$ cat config.mk
export PLATFORM = sky130hd
export DESIGN_NAME = tga_pixel_stream_decoder_flat
export DESIGN_NICKNAME = d
export VERILOG_FILES = /design/src/hw/rtl/tpsd_pkg.sv /design/src/hw/rtl/tpsd_in_if.sv /design/src/hw/rtl/tpsd_out_if.sv /design/src/hw/rtl/tpsd_in_stage.sv /design/src/hw/rtl/tpsd_parser.sv /design/src/hw/rtl/tpsd_out_stage.sv /design/src/hw/rtl/tga_pixel_stream_decoder.sv /design/src/flat_wrapper.sv
export VERILOG_INCLUDE_DIRS = /design/src /design/src/hw/rtl
export SDC_FILE = /design/constraint.sdc
export NUM_CORES = 1
export LEC_CHECK = 0
export BUFFER_PORTS_ARGS = -buffer_cell sky130_fd_sc_hd__buf_4
export CORE_UTILIZATION = 41
export DETAILED_ROUTE_END_ITERATION = 8
export GPL_TIMING_DRIVEN = 0
export SETUP_SLACK_MARGIN = 0.15
export SLEW_MARGIN = 10
export SYNTH_ARGS = -nofsm -noshare
export SYNTH_HDL_FRONTEND = slang
export SYNTH_SLANG_ARGS = --single-unit
$ cat constraint.sdc
create_clock -name clk -period 8.7 [get_ports clk]
set_input_delay 1.305 -clock clk [delete_from_list [all_inputs] [get_ports clk]]
set_output_delay 1.305 -clock clk [all_outputs]
set_load 0.1 [all_outputs]
$ cat src/hw/rtl/assert_macros.svh
// assertion macros used by the tpsd_parser module
`ifndef ASSERT_MACROS_SVH
`define ASSERT_MACROS_SVH
`ifndef SYNTHESIS
`define ASSERT_IMPLY(label, clk, rst, ante, cons, msg) \
  label: assert property (@(posedge clk) disable iff (rst) (ante) |-> (cons)) else $error(msg);
`define ASSERT_NEXT(label, clk, rst, ante, cons, msg) \
  label: assert property (@(posedge clk) disable iff (rst) (ante) |=> (cons)) else $error(msg);
`else
`define ASSERT_IMPLY(label, clk, rst, ante, cons, msg)
`define ASSERT_NEXT(label, clk, rst, ante, cons, msg)
`endif
`endif

$ cat src/hw/rtl/tpsd_pkg.sv
// types and constants of the tga pixel stream decoder
`timescale 1ns / 1ps
package tpsd_pkg;

  typedef enum logic [2:0] {
    PH_HEADER   = 3'd0,
    PH_SKIP_ID  = 3'd1,
    PH_SKIP_MAP = 3'd2,
    PH_RAW      = 3'd3,
    PH_RLE_HDR  = 3'd4,
    PH_RLE_PIX  = 3'd5,
    PH_IDLE     = 3'd6
  } phase_t;

  localparam logic [1:0] ERR_NONE    = 2'd0;
  localparam logic [1:0] ERR_TYPE    = 2'd1;
  localparam logic [1:0] ERR_DEPTH   = 2'd2;
  localparam logic [1:0] ERR_OVERRUN = 2'd3;

  localparam logic [7:0] KIND_RAW = 8'd2;
  localparam logic [7:0] KIND_RLE = 8'd10;

  localparam logic [7:0] DEPTH_16 = 8'd16;
  localparam logic [7:0] DEPTH_24 = 8'd24;
  localparam logic [7:0] DEPTH_32 = 8'd32;

  localparam logic [4:0] HDR_ID_LEN    = 5'd0;
  localparam logic [4:0] HDR_KIND      = 5'd2;
  localparam logic [4:0] HDR_MAP_LEN_L = 5'd5;
  localparam logic [4:0] HDR_MAP_LEN_H = 5'd6;
  localparam logic [4:0] HDR_MAP_BITS  = 5'd7;
  localparam logic [4:0] HDR_WIDTH_L   = 5'd12;
  localparam logic [4:0] HDR_WIDTH_H   = 5'd13;
  localparam logic [4:0] HDR_HEIGHT_L  = 5'd14;
  localparam logic [4:0] HDR_HEIGHT_H  = 5'd15;
  localparam logic [4:0] HDR_DEPTH     = 5'd16;
  localparam logic [4:0] HDR_LAST      = 5'd17;

  localparam logic [7:0] RLE_REPEAT_MARK = 8'h80;
  localparam logic [7:0] RLE_REPEAT_BIAS = 8'd127;

  typedef struct packed {
    logic [7:0] data_byte;
    logic       file_start;
  } byte_word_t;

  typedef struct packed {
    logic [7:0]  red;
    logic [7:0]  green;
    logic [7:0]  blue;
    logic [7:0]  alpha;
    logic        has_alpha;
    logic [7:0]  repeat_count;
    logic        last_run;
    logic [1:0]  error_code;
    logic [15:0] width_px;
    logic [15:0] height_px;
  } run_word_t;

endpackage

$ cat src/hw/rtl/tpsd_in_if.sv
// byte input channel
`timescale 1ns / 1ps
interface tpsd_in_if;
  logic       valid;
  logic       ready;
  logic [7:0] data_byte;
  logic       file_start;

  modport source (output valid, output data_byte, output file_start, input ready);
  modport sink (input valid, input data_byte, input file_start, output ready);
endinterface

$ cat src/hw/rtl/tpsd_out_if.sv
// pixel run output channel
`timescale 1ns / 1ps
interface tpsd_out_if;
  logic        valid;
  logic        ready;
  logic [7:0]  red;
  logic [7:0]  green;
  logic [7:0]  blue;
  logic [7:0]  alpha;
  logic        has_alpha;
  logic [7:0]  repeat_count;
  logic        last_run;
  logic [1:0]  error_code;
  logic [15:0] width_px;
  logic [15:0] height_px;

  modport source (output valid, output red, output green, output blue, output alpha,
                  output has_alpha, output repeat_count, output last_run,
                  output error_code, output width_px, output height_px,
                  input ready);
  modport sink (input valid, input red, input green, input blue, input alpha,
                input has_alpha, input repeat_count, input last_run,
                input error_code, input width_px, input height_px,
                output ready);
endinterface

$ cat src/hw/rtl/tpsd_in_stage.sv
// input register stage for file bytes
`timescale 1ns / 1ps
module tpsd_in_stage (
  input  logic                clk,
  input  logic                rst,
  tpsd_in_if.sink             byte_in,
  input  logic                step,
  output logic                word_valid,
  output tpsd_pkg::byte_word_t word
);
  import tpsd_pkg::*;

  assign byte_in.ready = !word_valid || step;

  always_ff @(posedge clk) begin
    if (rst) begin
      word_valid <= 1'b0;
    end else if (byte_in.valid && byte_in.ready) begin
      word_valid <= 1'b1;
    end else if (step) begin
      word_valid <= 1'b0;
    end
  end

  always_ff @(posedge clk) begin
    if (byte_in.valid && byte_in.ready) begin
      word.data_byte  <= byte_in.data_byte;
      word.file_start <= byte_in.file_start;
    end
  end

endmodule

$ cat src/hw/rtl/tpsd_parser.sv
// header parse, skip and pixel decode state with result logic
`timescale 1ns / 1ps
`include "assert_macros.svh"
module tpsd_parser (
  input  logic                 clk,
  input  logic                 rst,
  input  logic                 step,
  input  tpsd_pkg::byte_word_t word,
  output logic                 res_valid,
  output tpsd_pkg::run_word_t  res
);
  import tpsd_pkg::*;

  phase_t      phase, phase_next;
  logic [4:0]  hidx, hidx_next;
  logic [7:0]  image_kind, image_kind_next;
  logic [7:0]  pixel_depth, pixel_depth_next;
  logic [15:0] width_reg, width_reg_next;
  logic [15:0] height_reg, height_reg_next;
  logic [15:0] map_length, map_length_next;
  logic [17:0] skip_remaining, skip_remaining_next;
  logic        packet_is_repeat, packet_is_repeat_next;
  logic [7:0]  packet_remaining, packet_remaining_next;
  logic [1:0]  byte_slot, byte_slot_next;
  logic [31:0] pixel_assembly, pixel_assembly_next;
  logic [31:0] pixels_left, pixels_left_next;
  logic [4:0]  map_entry_bytes, map_entry_bytes_next;

  phase_t      eff_phase, pix_phase, map_or_pix_phase;
  logic [4:0]  eff_hidx;
  logic [7:0]  b;
  logic [4:0]  bpb;
  logic        pixel_whole;
  logic [31:0] assembled;
  logic [7:0]  px_red, px_green, px_blue, px_alpha;
  logic        depth_32;
  logic [31:0] product, pl_src;
  logic [1:0]  hdr_err;
  logic        map_route;
  logic [17:0] skip_dec;
  logic [15:0] ml_dec;
  logic        rep_over;
  logic [7:0]  run_count;
  logic [31:0] pl_after;
  logic [7:0]  pr_dec;
  logic        run_last;
  logic [1:0]  run_err;
  logic [7:0]  pr_after;

  assign b         = word.data_byte;
  assign eff_phase = word.file_start ? PH_HEADER : phase;
  assign eff_hidx  = word.file_start ? '0 : hidx;
  assign bpb       = pixel_depth[7:3];
  assign depth_32  = (pixel_depth == DEPTH_32);

  assign pixel_whole = !(({3'b000, byte_slot} + 5'd1) < bpb);
  assign assembled   = pixel_assembly | ({24'b0, b} << {byte_slot, 3'b000});

  always_comb begin
    if (pixel_depth == DEPTH_16) begin
      px_blue  = {assembled[4:0], 3'b000};
      px_green = {assembled[9:5], 3'b000};
      px_red   = {assembled[14:10], 3'b000};
      px_alpha = 8'hff;
    end else begin
      px_blue  = assembled[7:0];
      px_green = assembled[15:8];
      px_red   = assembled[23:16];
      px_alpha = depth_32 ? assembled[31:24] : 8'hff;
    end
  end

  assign product = {16'b0, width_reg} * {16'b0, height_reg};

  always_comb begin
    if (!(image_kind inside {KIND_RAW, KIND_RLE})) begin
      hdr_err = ERR_TYPE;
    end else if (!(pixel_depth inside {DEPTH_24, DEPTH_32}) &&
                 !(image_kind == KIND_RAW && pixel_depth == DEPTH_16)) begin
      hdr_err = ERR_DEPTH;
    end else begin
      hdr_err = ERR_NONE;
    end
  end

  assign pl_src           = (eff_phase == PH_HEADER) ? product : pixels_left;
  assign pix_phase        = (pl_src == '0) ? PH_IDLE :
                            ((image_kind == KIND_RAW) ? PH_RAW : PH_RLE_HDR);
  assign map_route        = (map_length != '0) && (map_entry_bytes != '0);
  assign map_or_pix_phase = map_route ? PH_SKIP_MAP : pix_phase;
  assign skip_dec         = skip_remaining - 18'd1;
  assign ml_dec           = map_length - 16'd1;

  // run length and overrun
  assign rep_over  = {24'b0, packet_remaining} > pixels_left;
  assign pr_dec    = packet_remaining - 8'd1;
  always_comb begin
    if (eff_phase == PH_RLE_PIX && packet_is_repeat) begin
      run_count = rep_over ? pixels_left[7:0] : packet_remaining;
    end else begin
      run_count = 8'd1;
    end
  end
  assign pl_after = pixels_left - {24'b0, run_count};
  assign run_last = (pl_after == '0);
  always_comb begin
    if (eff_phase != PH_RLE_PIX) begin
      run_err = ERR_NONE;
    end else if (packet_is_repeat) begin
      run_err = rep_over ? ERR_OVERRUN : ERR_NONE;
    end else begin
      run_err = (run_last && pr_dec != '0) ? ERR_OVERRUN : ERR_NONE;
    end
  end
  assign pr_after = packet_is_repeat ? 8'd0 : pr_dec;

  // next phase
  always_comb begin
    phase_next = phase;
    if (step) begin
      phase_next = eff_phase;
      case (eff_phase)
        PH_HEADER: begin
          if (!(eff_hidx < HDR_LAST)) begin
            if (hdr_err != ERR_NONE) begin
              phase_next = PH_IDLE;
            end else if (skip_remaining != '0) begin
              phase_next = PH_SKIP_ID;
            end else begin
              phase_next = map_or_pix_phase;
            end
          end
        end
        PH_SKIP_ID: begin
          if (skip_dec == '0) begin
            phase_next = map_or_pix_phase;
          end
        end
        PH_SKIP_MAP: begin
          if (skip_dec == '0 && ml_dec == '0) begin
            phase_next = pix_phase;
          end
        end
        PH_RAW: begin
          if (pixel_whole && run_last) begin
            phase_next = PH_IDLE;
          end
        end
        PH_RLE_HDR: begin
          phase_next = PH_RLE_PIX;
        end
        PH_RLE_PIX: begin
          if (pixel_whole) begin
            if (run_last) begin
              phase_next = PH_IDLE;
            end else if (pr_after == '0) begin
              phase_next = PH_RLE_HDR;
            end
          end
        end
        default: begin
          phase_next = eff_phase;
        end
      endcase
    end
  end

  // datapath next values
  always_comb begin
    hidx_next             = hidx;
    image_kind_next       = image_kind;
    pixel_depth_next      = pixel_depth;
    width_reg_next        = width_reg;
    height_reg_next       = height_reg;
    map_length_next       = map_length;
    skip_remaining_next   = skip_remaining;
    packet_is_repeat_next = packet_is_repeat;
    packet_remaining_next = packet_remaining;
    byte_slot_next        = byte_slot;
    pixel_assembly_next   = pixel_assembly;
    pixels_left_next      = pixels_left;
    map_entry_bytes_next  = map_entry_bytes;
    if (step) begin
      case (eff_phase)
        PH_HEADER: begin
          case (eff_hidx)
            HDR_ID_LEN:    skip_remaining_next = {10'b0, b};
            HDR_KIND:      image_kind_next = b;
            HDR_MAP_LEN_L: map_length_next = {map_length[15:8], b};
            HDR_MAP_LEN_H: map_length_next = {b, map_length[7:0]};
            HDR_MAP_BITS:  map_entry_bytes_next = b[7:3];
            HDR_WIDTH_L:   width_reg_next = {width_reg[15:8], b};
            HDR_WIDTH_H:   width_reg_next = {b, width_reg[7:0]};
            HDR_HEIGHT_L:  height_reg_next = {height_reg[15:8], b};
            HDR_HEIGHT_H:  height_reg_next = {b, height_reg[7:0]};
            HDR_DEPTH:     pixel_depth_next = b;
            default:       hidx_next = hidx_next;
          endcase
          if (eff_hidx < HDR_LAST) begin
            hidx_next = eff_hidx + 5'd1;
          end else begin
            hidx_next = '0;
            if (hdr_err == ERR_NONE) begin
              pixels_left_next = product;
              if (skip_remaining == '0) begin
                if (map_route) begin
                  skip_remaining_next = {13'b0, map_entry_bytes};
                end else begin
                  byte_slot_next      = '0;
                  pixel_assembly_next = '0;
                end
              end
            end
          end
        end
        PH_SKIP_ID: begin
          skip_remaining_next = skip_dec;
          if (skip_dec == '0) begin
            if (map_route) begin
              skip_remaining_next = {13'b0, map_entry_bytes};
            end else begin
              byte_slot_next      = '0;
              pixel_assembly_next = '0;
            end
          end
        end
        PH_SKIP_MAP: begin
          skip_remaining_next = skip_dec;
          if (skip_dec == '0) begin
            map_length_next = ml_dec;
            if (ml_dec != '0) begin
              skip_remaining_next = {13'b0, map_entry_bytes};
            end else begin
              byte_slot_next      = '0;
              pixel_assembly_next = '0;
            end
          end
        end
        PH_RAW, PH_RLE_PIX: begin
          if (!pixel_whole) begin
            byte_slot_next      = byte_slot + 2'd1;
            pixel_assembly_next = assembled;
          end else begin
            byte_slot_next      = '0;
            pixel_assembly_next = '0;
            pixels_left_next    = pl_after;
            if (eff_phase == PH_RLE_PIX) begin
              packet_remaining_next = pr_after;
            end
          end
        end
        PH_RLE_HDR: begin
          if (b < RLE_REPEAT_MARK) begin
            packet_is_repeat_next = 1'b0;
            packet_remaining_next = b + 8'd1;
          end else begin
            packet_is_repeat_next = 1'b1;
            packet_remaining_next = b - RLE_REPEAT_BIAS;
          end
          byte_slot_next      = '0;
          pixel_assembly_next = '0;
        end
        default: begin
          hidx_next = hidx;
        end
      endcase
    end
  end

  // result word
  always_comb begin
    res_valid     = 1'b0;
    res           = '0;
    res.width_px  = width_reg;
    res.height_px = height_reg;
    case (eff_phase)
      PH_HEADER: begin
        if (!(eff_hidx < HDR_LAST) && hdr_err != ERR_NONE) begin
          res_valid      = 1'b1;
          res.error_code = hdr_err;
        end
      end
      PH_RAW, PH_RLE_PIX: begin
        if (pixel_whole) begin
          res_valid        = 1'b1;
          res.red          = px_red;
          res.green        = px_green;
          res.blue         = px_blue;
          res.alpha        = px_alpha;
          res.has_alpha    = depth_32;
          res.repeat_count = run_count;
          res.last_run     = run_last;
          res.error_code   = run_err;
        end
      end
      default: begin
        res_valid = 1'b0;
      end
    endcase
  end

  always_ff @(posedge clk) begin
    if (rst) begin
      phase            <= PH_HEADER;
      hidx             <= '0;
      image_kind       <= '0;
      pixel_depth      <= '0;
      width_reg        <= '0;
      height_reg       <= '0;
      map_length       <= '0;
      skip_remaining   <= '0;
      packet_is_repeat <= 1'b0;
      packet_remaining <= '0;
      byte_slot        <= '0;
      pixel_assembly   <= '0;
      pixels_left      <= '0;
      map_entry_bytes  <= '0;
    end else begin
      phase            <= phase_next;
      hidx             <= hidx_next;
      image_kind       <= image_kind_next;
      pixel_depth      <= pixel_depth_next;
      width_reg        <= width_reg_next;
      height_reg       <= height_reg_next;
      map_length       <= map_length_next;
      skip_remaining   <= skip_remaining_next;
      packet_is_repeat <= packet_is_repeat_next;
      packet_remaining <= packet_remaining_next;
      byte_slot        <= byte_slot_next;
      pixel_assembly   <= pixel_assembly_next;
      pixels_left      <= pixels_left_next;
      map_entry_bytes  <= map_entry_bytes_next;
    end
  end

  `ASSERT_NEXT(a_last_goes_idle, clk, rst, step && res_valid && res.last_run,
               phase == PH_IDLE, "last run did not idle")
  `ASSERT_IMPLY(a_pixels_pending, clk, rst,
                phase == PH_RAW || phase == PH_RLE_HDR || phase == PH_RLE_PIX,
                pixels_left != '0, "pixel phase with no pixels left")
  `ASSERT_IMPLY(a_slot_in_pixel, clk, rst, phase == PH_RAW || phase == PH_RLE_PIX,
                ({3'b000, byte_slot} < bpb), "byte slot beyond pixel size")

endmodule

$ cat src/hw/rtl/tpsd_out_stage.sv
// result register holding one pixel run word
`timescale 1ns / 1ps
module tpsd_out_stage (
  input  logic                clk,
  input  logic                rst,
  input  logic                load,
  input  tpsd_pkg::run_word_t res,
  output logic                free,
  tpsd_out_if.source          run_out
);
  import tpsd_pkg::*;

  run_word_t held;

  assign free = !run_out.valid || run_out.ready;

  always_ff @(posedge clk) begin
    if (rst) begin
      run_out.valid <= 1'b0;
    end else if (load) begin
      run_out.valid <= 1'b1;
    end else if (run_out.ready) begin
      run_out.valid <= 1'b0;
    end
  end

  always_ff @(posedge clk) begin
    if (load) begin
      held <= res;
    end
  end

  assign run_out.red          = held.red;
  assign run_out.green        = held.green;
  assign run_out.blue         = held.blue;
  assign run_out.alpha        = held.alpha;
  assign run_out.has_alpha    = held.has_alpha;
  assign run_out.repeat_count = held.repeat_count;
  assign run_out.last_run     = held.last_run;
  assign run_out.error_code   = held.error_code;
  assign run_out.width_px     = held.width_px;
  assign run_out.height_px    = held.height_px;

endmodule

$ cat src/hw/rtl/tga_pixel_stream_decoder.sv
// top level of the tga pixel stream decoder
//
//   channel   dir  word
//   byte_in   in   data_byte, file_start
//   run_out   out  red, green, blue, alpha, has_alpha, repeat_count,
//                  last_run, error_code, width_px, height_px
//
// one byte per cycle sustained while run_out is not stalled; a taken byte
// is parsed from the input register and its result goes to the result register
// synchronous active high rst returns the parser to header byte zero
// a stalled run_out holds its word and stops the parse step; byte_in takes a
// byte while the input register is empty or its byte steps in the same cycle
`timescale 1ns / 1ps
module tga_pixel_stream_decoder (
  input  logic       clk,
  input  logic       rst,
  tpsd_in_if.sink    byte_in,
  tpsd_out_if.source run_out
);
  import tpsd_pkg::*;

  logic       word_valid;
  byte_word_t word;
  logic       free;
  logic       step;
  logic       res_valid;
  run_word_t  res;

  assign step = word_valid && free;

  tpsd_in_stage u_in (
    .clk        (clk),
    .rst        (rst),
    .byte_in    (byte_in),
    .step       (step),
    .word_valid (word_valid),
    .word       (word)
  );

  tpsd_parser u_parser (
    .clk       (clk),
    .rst       (rst),
    .step      (step),
    .word      (word),
    .res_valid (res_valid),
    .res       (res)
  );

  tpsd_out_stage u_out (
    .clk     (clk),
    .rst     (rst),
    .load    (step && res_valid),
    .res     (res),
    .free    (free),
    .run_out (run_out)
  );

endmodule
$ cat src/flat_wrapper.sv
// flat-port wrapper written by rule: the top's interface ports become plain ports
module tga_pixel_stream_decoder_flat import tpsd_pkg::*;
  (clk, rst, byte_in_valid, byte_in_data_byte, byte_in_file_start, byte_in_ready, run_out_valid, run_out_red, run_out_green, run_out_blue, run_out_alpha, run_out_has_alpha, run_out_repeat_count, run_out_last_run, run_out_error_code, run_out_width_px, run_out_height_px, run_out_ready);
  tpsd_in_if byte_in_i ();
  tpsd_out_if run_out_i ();
  input  logic clk;
  input  logic rst;
  input wire logic [$bits(byte_in_i.valid)-1:0] byte_in_valid;
  input wire logic [$bits(byte_in_i.data_byte)-1:0] byte_in_data_byte;
  input wire logic [$bits(byte_in_i.file_start)-1:0] byte_in_file_start;
  output wire logic [$bits(byte_in_i.ready)-1:0] byte_in_ready;
  output wire logic [$bits(run_out_i.valid)-1:0] run_out_valid;
  output wire logic [$bits(run_out_i.red)-1:0] run_out_red;
  output wire logic [$bits(run_out_i.green)-1:0] run_out_green;
  output wire logic [$bits(run_out_i.blue)-1:0] run_out_blue;
  output wire logic [$bits(run_out_i.alpha)-1:0] run_out_alpha;
  output wire logic [$bits(run_out_i.has_alpha)-1:0] run_out_has_alpha;
  output wire logic [$bits(run_out_i.repeat_count)-1:0] run_out_repeat_count;
  output wire logic [$bits(run_out_i.last_run)-1:0] run_out_last_run;
  output wire logic [$bits(run_out_i.error_code)-1:0] run_out_error_code;
  output wire logic [$bits(run_out_i.width_px)-1:0] run_out_width_px;
  output wire logic [$bits(run_out_i.height_px)-1:0] run_out_height_px;
  input wire logic [$bits(run_out_i.ready)-1:0] run_out_ready;
  assign byte_in_i.valid = byte_in_valid;
  assign byte_in_i.data_byte = byte_in_data_byte;
  assign byte_in_i.file_start = byte_in_file_start;
  assign byte_in_ready = byte_in_i.ready;
  assign run_out_valid = run_out_i.valid;
  assign run_out_red = run_out_i.red;
  assign run_out_green = run_out_i.green;
  assign run_out_blue = run_out_i.blue;
  assign run_out_alpha = run_out_i.alpha;
  assign run_out_has_alpha = run_out_i.has_alpha;
  assign run_out_repeat_count = run_out_i.repeat_count;
  assign run_out_last_run = run_out_i.last_run;
  assign run_out_error_code = run_out_i.error_code;
  assign run_out_width_px = run_out_i.width_px;
  assign run_out_height_px = run_out_i.height_px;
  assign run_out_i.ready = run_out_ready;
  tga_pixel_stream_decoder u_core (.clk(clk), .rst(rst), .byte_in(byte_in_i), .run_out(run_out_i));
endmodule
==> implementation parameters, run 1 <==
Parameter                              Value

CTS
  Post-CTS Repair Setup Buffers ... 0
  Buffer depth of the longest clock path ... 3
  Register clock-pin slew on the reported worst setup and hold paths ... 70 ps
  Clock Tree Root ... sky130_fd_sc_hd__clkbuf_16
  Post-CTS Hold Buffers ... 0
  Insertion delay to the later sink of the worst-skew pair ... 580 ps
  Total number of H-tree levels ... 1
  TritonCTS Buffers ... 30
  Clock tree from TritonCTS ... yes
  PostCTS Resize Cnt ... 0
  Sink count of the clock tree ... 257

Route
  Post-route antenna net violation count ... 0
  Total routed wirelength ... 70110 um
  DRC errors left ... 0
  Avg Vias per Cell ... 5.744
  DR vias ... 19863
  Number of iterations in the first detailed-routing pass ... 5
  Starting DRT DRC Count ... 1524
  Average wire length per cell after detail routing ... 20.28 um

Hold path
  Min-Delay Endpoint ... u_core.u_out.run_out.width_px[5]$_DFFE_PP_
  Startpoint of the tightest hold check path ... u_core.u_parser.width_reg[5]$_SDFFE_PP0P_
  Worst Hold Depth ... 0
  Min-delay worst type ... register to register

Floorplanning
  Number of I/O pins ... 91
  Number of rows in the core area ... 85
  Die width ... 236.1 um
  Area inside the core boundary ... 54030 um2
  Initial core utilization ... 41.60%
  Die Area ... 55760 um2
  Vertical die dimension ... 236.1 um

Synth
  Post-synthesis cell type count ... 85
  EDFF count, synth ... 85
  Library cell occupying the most area in the post-synthesis netlist ... sky130_fd_sc_hd__fa_1
  Combined area of all synthesized cells ... 22470 um2
  Area share of the leading cell type in the synthesized netlist ... 17.37%
  Post-synthesis instance total ... 2615
  Synthesized netlist net count ... 2958
  Number of storage elements in the synthesis netlist ... 257
  Fraction of synthesis flops using an asynchronous set or reset pin ... 0%
  Primary flip-flop cell chosen by synthesis mapping ... sky130_fd_sc_hd__dfxtp_1
  Sequential cell area fraction in the yosys report ... 26.68%
  Top area cells in the synthesized netlist ... sky130_fd_sc_hd__fa_1, sky130_fd_sc_hd__dfxtp_1, sky130_fd_sc_hd__edfxtp_1
  Synth Area per Inst ... 8.594 um2
  Synthesis Warnings ... 0

Power and ir drop
  Cell-internal power ... 2.181 mW
  Static leakage ... 9.521 nW
  Fraction of power spent switching nets ... 25.47%
  Worst VDD drop ... 0.1523 mV
  Relative contribution of the clock network to total power ... 47.6%
  Combinational power share ... 9.5%
  Pwr Density ... 116.4 nW/um2
  Net Sw Power ... 745.5 uW
  Sequential cell fraction of total power ... 42.9%
  Overall power after layout ... 2.927 mW

Timing
  Count of final setup violators ... 0
  RSZ-0062 raised after global routing ... no
  Total negative slack ... 0 ps
  Maximum frequency from static timing analysis ... 0.1238 GHz
  Slew @ Worst Pin ... 1140 ps
  Rel. slew slack ... 23.22%
  Smallest hold slack ... 419.0 ps
  Share of the clock period used by the worst path ... 92.86%
  Hold Violations, Final ... 0
  Count of final max-slew check failures ... 0
  Worst clock skew ... 28.00 ps
  Shortest clock period the worst path allows after layout ... 8079 ps

Finish
  Non-filler cells in the finished layout ... 3458
  FILL cells ... 5196
  Largest regs ... u_core.u_parser.pixel_assembly (32), u_core.u_parser.pixels_left (32), u_core.u_parser.skip_remaining (18)
  Leading cell types in the layout, fill and taps excluded ... sky130_fd_sc_hd__nand2_1, sky130_fd_sc_hd__nor2_1, sky130_fd_sc_hd__inv_1
  Final nets ... 3081
  Share of post-route cells with drive strength above 1 ... 6.915%
  Most common cell after layout, fill and taps aside ... sky130_fd_sc_hd__nand2_1
  Area added between synthesis and finish ... 11.91%
  Antenna cell count ... 0
  Final instance area ... 25150 um2

Critical path
  Max stage delay cell, worst path ... sky130_fd_sc_hd__o311ai_1
  Worst reg-to-reg path cell count ... 23
  Data arrival at the endpoint of the critical path ... 8560 ps
  Delay of the slowest critical-path stage ... 580 ps
  R2R Path Start ... u_core.u_parser.width_reg[7]$_SDFFE_PP0P_
  Critical path fanouts, max ... 10
  Capturing element type of the critical path ... register
  RR Endpoint ... u_core.u_parser.phase[0]$_SDFFE_PP0P_
  Startpoint Class ... register
  Cell chain of the critical path ... clkbuf_1, clkbuf_1, nand2_1, fa_1, fa_1, fa_1, inv_1, ha_1, inv_1, fa_1, fa_1, inv_1, ha_1, a21oi_1, a21boi_0, or3_1, o311ai_1, o21ai_1, xor2_1, nor4_1, nor4bb_1, nand3_1, a22o_1
  FF-to-FF setup slack ... 620 ps
  Dominant cell type by count on the critical path ... sky130_fd_sc_hd__fa_1
  Crit Path Class ... register to register
  Required time of the worst setup path ... 9180 ps

Placed design
  Placed cell area ... 24070 um2
  Port-buffer cells ... 89
  Number of placed instances with taps included ... 3402
  Detailed placement HPWL ... 54080 um
  Final RePlAce weighted congestion ... 0.9413

Run status
  Result of the run ... finished clean

Global route
  Wire length of the first global-routing pass ... 110700 um
  Number of global-route vias before repair ... 19516
  Maximum number of pins on one net before global-route repair ... 64
  Initial antenna violation count ... 1
  GRT Total Usage ... 25.10%
  Global route total overflow ... 0

Run
  Count of maximum capacitance violations ... 0
[power by group through the flow]
stage / registers, mW / logic [mW] / clock network, mW
floorplan: 1.28 / 0.177 / 0
global placement: 1.28 / 0.265 / 0
detailed placement: 1.28 / 0.269 / 0
CTS: 1.26 / 0.270 / 1.42
global route: 1.26 / 0.295 / 1.46
finish: 1.26 / 0.277 / 1.39
[final cells by class]
class / count / area, um2 / area share, %
inverter: 217 / 817.0 / 3.249
multi-input combinational: 1971 / 15010 / 59.67
buffer: 170 / 676.9 / 2.691
tap: 696 / 870.8 / 3.463
clock inverter: 22 / 292.8 / 1.164
clock buffer: 34 / 787.0 / 3.129
sequential: 257 / 5996 / 23.84
timing repair buffer: 91 / 703.2 / 2.796
[how the worst max path moves through the flow]
stage / from / to / depth (start not counted)
final: u_core.u_parser.width_reg[7]$_SDFFE_PP0P_ / u_core.u_parser.phase[0]$_SDFFE_PP0P_ / 23
after global routing: u_core.u_parser.width_reg[0]$_SDFFE_PP0P_ / u_core.u_parser.phase[0]$_SDFFE_PP0P_ / 24
after CTS: u_core.u_parser.width_reg[6]$_SDFFE_PP0P_ / u_core.u_parser.phase[0]$_SDFFE_PP0P_ / 23
after detailed placement: u_core.u_parser.width_reg[6]$_SDFFE_PP0P_ / u_core.u_parser.phase[0]$_SDFFE_PP0P_ / 23
after global placement: u_core.u_parser.width_reg[6]$_SDFFE_PP0P_ / u_core.u_parser.phase[0]$_SDFFE_PP0P_ / 23
after floorplan: u_core.u_parser.width_reg[9]$_SDFFE_PP0P_ / u_core.u_parser.phase[0]$_SDFFE_PP0P_ / 23
[metal layers]
layer | routed length, um | GRT usage, % | up-vias | share of wire [%]
met1 | 31920 | 35.53 | 9747 | 46
met4 | 2438 | 8.536 | 2 | 3.5
met5 | 10 | 0 | - | 0.014
met2 | 30770 | 38.52 | 753 | 44
li1 | - | - | 9221 | -
met3 | 4977 | 4.412 | 140 | 7.1
[critical path, delay by kind of cell (launching register included)]
family / cells / cell delay [ps]
XOR/XNOR: 1 / 260
buffers and inverters: 5 / 1170
AND/OR/NAND/NOR: 5 / 1440
adder cells (fa/ha/maj): 7 / 3110
AO/OA/AOI/OAI: 5 / 1660
flip-flops: 1 / 330
[synthesized netlist by cell type, drive strengths merged (25+ instances only)]
library cell and number:
inv 217, ha 135, nor4 28, xnor2 28, or3 31, edfxtp 85, mux2i 76, clkbuf 153
nor3 69, a31oi 30, a22oi 25, nor2 269, nand2b 25, nand3 45, a21oi 159, nand2 311
dfxtp 172, and2 96, o21ai 106, a211oi 44, a21o 29, fa 195
[metrics by stage]
| step | utilization [%] | setup slack, ps |
|---|---|---|
| after detailed placement | 44.55 | 665.6 |
| after CTS | 46.55 | 619.1 |
| final | 46.55 | 621.0 |
| after floorplan | - | 2279 |
| after global routing | 46.55 | 177.7 |
| after global placement | 44.45 | 622.1 |
[cells by family after synthesis]
logic type / count (synthesis) / synth area share [%]
simple gates: 985 / 21.33
compound gates: 526 / 14.91
buf+inv: 387 / 6.636
fa+ha+maj: 330 / 24.89
flops: 257 / 26.68
mux: 82 / 3.686
xor+xnor: 48 / 1.871
Power figures use the tool's default switching activity.
==> run 2, diff against run 1 <==
- CORE_UTILIZATION: 41 -> 25
==> run 2 against run 1 <==
  * The flow now finishes with violations (DRC)
  * Worst hold slack improved by 6.8 ps
  * First-iteration DRC count grew 21%
  * Design area is 2.0% higher
  * Largest cell class unchanged
  * Highest routed layer unchanged
==> implementation parameters, run 2 (same netlist as run 1, synthesis figures left out) <==
Parameter                              Value

Run status
  Result of the run ... complete, but fails checks
  Failing checks ... DRC

Floorplanning
  Die Area ... 91100 um2
  Number of I/O pins ... 91
  Die width ... 301.8 um
  Area inside the core boundary ... 88650 um2
  Number of rows in the core area ... 109
  Vertical die dimension ... 301.8 um
  Initial core utilization ... 25.35%

CTS
  Insertion delay to the later sink of the worst-skew pair ... 580 ps
  Register clock-pin slew on the reported worst setup and hold paths ... 60 ps
  Post-CTS Hold Buffers ... 0
  Clock tree from TritonCTS ... yes
  PostCTS Resize Cnt ... 0
  Total number of H-tree levels ... 1
  Buffer depth of the longest clock path ... 3
  Post-CTS Repair Setup Buffers ... 0
  Clock Tree Root ... sky130_fd_sc_hd__clkbuf_16
  TritonCTS Buffers ... 30
  Sink count of the clock tree ... 257

Timing
  Rel. slew slack ... 24.01%
  Total negative slack ... 0 ps
  Slew @ Worst Pin ... 1140 ps
  Maximum frequency from static timing analysis ... 0.1231 GHz
  Hold Violations, Final ... 0
  Smallest hold slack ... 425.8 ps
  Share of the clock period used by the worst path ... 93.37%
  Count of final setup violators ... 0
  Worst clock skew ... 28.58 ps
  Shortest clock period the worst path allows after layout ... 8124 ps
  RSZ-0062 raised after global routing ... no
  Count of final max-slew check failures ... 0

Finish
  Most common cell after layout, fill and taps aside ... sky130_fd_sc_hd__nand2_1
  Area added between synthesis and finish ... 14.13%
  FILL cells ... 9441
  Share of post-route cells with drive strength above 1 ... 6.985%
  Footprint of the multi-input gates ... 15010 um2
  Post-layout utilization of the core ... 28.93%
  Antenna cell count ... 0
  Non-filler cells in the finished layout ... 3928
  Largest regs ... u_core.u_parser.pixel_assembly (32), u_core.u_parser.pixels_left (32), u_core.u_parser.skip_remaining (18)
  Area used by sequential logic in the layout ... 5996 um2
  Final nets ... 3082
  Leading cell types in the layout, fill and taps excluded ... sky130_fd_sc_hd__nand2_1, sky130_fd_sc_hd__nor2_1, sky130_fd_sc_hd__inv_1

Critical path
  Required time of the worst setup path ... 9170 ps
  Crit Path Class ... register to register
  Data arrival at the endpoint of the critical path ... 8600 ps
  FF-to-FF setup slack ... 580 ps
  Startpoint Class ... register
  Critical path fanouts, max ... 10
  Capturing element type of the critical path ... register

Global route
  GRT Total Usage ... 15.58%
  Wire length of the first global-routing pass ... 112600 um
  Maximum number of pins on one net before global-route repair ... 46
  Initial antenna violation count ... 3
  Global route total overflow ... 0
  Number of global-route vias before repair ... 19035

Route
  DRC errors left ... 6
  DR vias ... 19713
  Total routed wirelength ... 71630 um
  Average wire length per cell after detail routing ... 18.24 um
  Number of iterations in the first detailed-routing pass ... 9
  Post-route antenna net violation count ... 0
  Starting DRT DRC Count ... 1837
  Avg Vias per Cell ... 5.019

Power and ir drop
  Relative contribution of the clock network to total power ... 45.8%
  Pwr Density ... 110.0 nW/um2
  Fraction of power spent switching nets ... 26.43%
  Worst VDD drop ... 0.1080 mV
  Net Sw Power ... 745.5 uW
  Sequential cell fraction of total power ... 44.5%
  Static leakage ... 9.482 nW
  Combinational power share ... 9.7%
  Cell-internal power ... 2.075 mW

Placed design
  Final RePlAce weighted congestion ... 0.9372
  Number of placed instances with taps included ... 3872
  Port-buffer cells ... 89
  Detailed placement HPWL ... 54780 um

Run
  Count of maximum capacitance violations ... 0

Hold path
  Min-delay worst type ... register to register
run 2: per-stage QoR:
| stage | setup slack [ps] | power, mW | instance area (um2) |
|---|---|---|---|
| floorplan | 2279 | 1.461 | 22470 |
| global placement | 616.2 | 1.549 | 24600 |
| detailed placement | 637.1 | 1.549 | 24660 |
| CTS | 637.8 | 2.840 | 25650 |
| global route | 268.5 | 2.915 | 25650 |
| finish | 576.5 | 2.821 | 25650 |
run 2: per-layer routing:
layer,GRT usage [%],routed length (um)
met5,0,4
met4,3.656,1694
met3,1.717,4476
met2,24.30,31660
met1,22.88,33790
run 2: power groups by stage:
stage	clock (mW)	combinational, mW	sequential (mW)
after detailed placement	0	0.267	1.28
after global placement	0	0.267	1.28
after CTS	1.32	0.269	1.26
after floorplan	0	0.177	1.28
after global routing	1.36	0.296	1.26
final	1.29	0.273	1.26
run 2: path summary, 6_finish.rpt:
| check | startpoint | end | depth (start not counted) |
|---|---|---|---|
| worst min register to register | u_core.u_parser.width_reg[4]$_SDFFE_PP0P_ | u_core.u_out.run_out.width_px[4]$_DFFE_PP_ | 0 |
| worst min-delay path | u_core.u_parser.width_reg[4]$_SDFFE_PP0P_ | u_core.u_out.run_out.width_px[4]$_DFFE_PP_ | 0 |
| worst max register to register | u_core.u_parser.width_reg[7]$_SDFFE_PP0P_ | u_core.u_parser.phase[0]$_SDFFE_PP0P_ | 23 |
| worst max-delay path | u_core.u_parser.width_reg[7]$_SDFFE_PP0P_ | u_core.u_parser.phase[0]$_SDFFE_PP0P_ | 23 |
run 2: worst max-delay path: stages, from the launching register on:
cell	delay, ps
sky130_fd_sc_hd__dfxtp_1	330
sky130_fd_sc_hd__clkbuf_1	510
sky130_fd_sc_hd__clkbuf_1	520
sky130_fd_sc_hd__nand2_1	140
sky130_fd_sc_hd__fa_1	500
sky130_fd_sc_hd__fa_1	530
sky130_fd_sc_hd__fa_1	520
sky130_fd_sc_hd__inv_1	40
sky130_fd_sc_hd__ha_1	280
sky130_fd_sc_hd__inv_1	80
sky130_fd_sc_hd__fa_1	450
sky130_fd_sc_hd__fa_1	510
sky130_fd_sc_hd__inv_1	40
sky130_fd_sc_hd__ha_1	330
sky130_fd_sc_hd__a21oi_1	280
sky130_fd_sc_hd__a21boi_0	200
sky130_fd_sc_hd__or3_1	390
sky130_fd_sc_hd__o311ai_1	560
sky130_fd_sc_hd__o21ai_1	300
sky130_fd_sc_hd__xor2_1	260
sky130_fd_sc_hd__nor4_1	280
sky130_fd_sc_hd__nor4bb_1	360
sky130_fd_sc_hd__nand3_1	310
sky130_fd_sc_hd__a22o_1	280
run 2: cell type report:
cell class              count  area share [%]
plain buffers             170           2.639
clock inverters            19          0.7122
well taps                1165           5.683
multi-input cells        1971           58.51
inverters                 217           3.185
repair buffers             92           2.746
clock buffers              37           3.151
flip-flops and latches    257           23.38
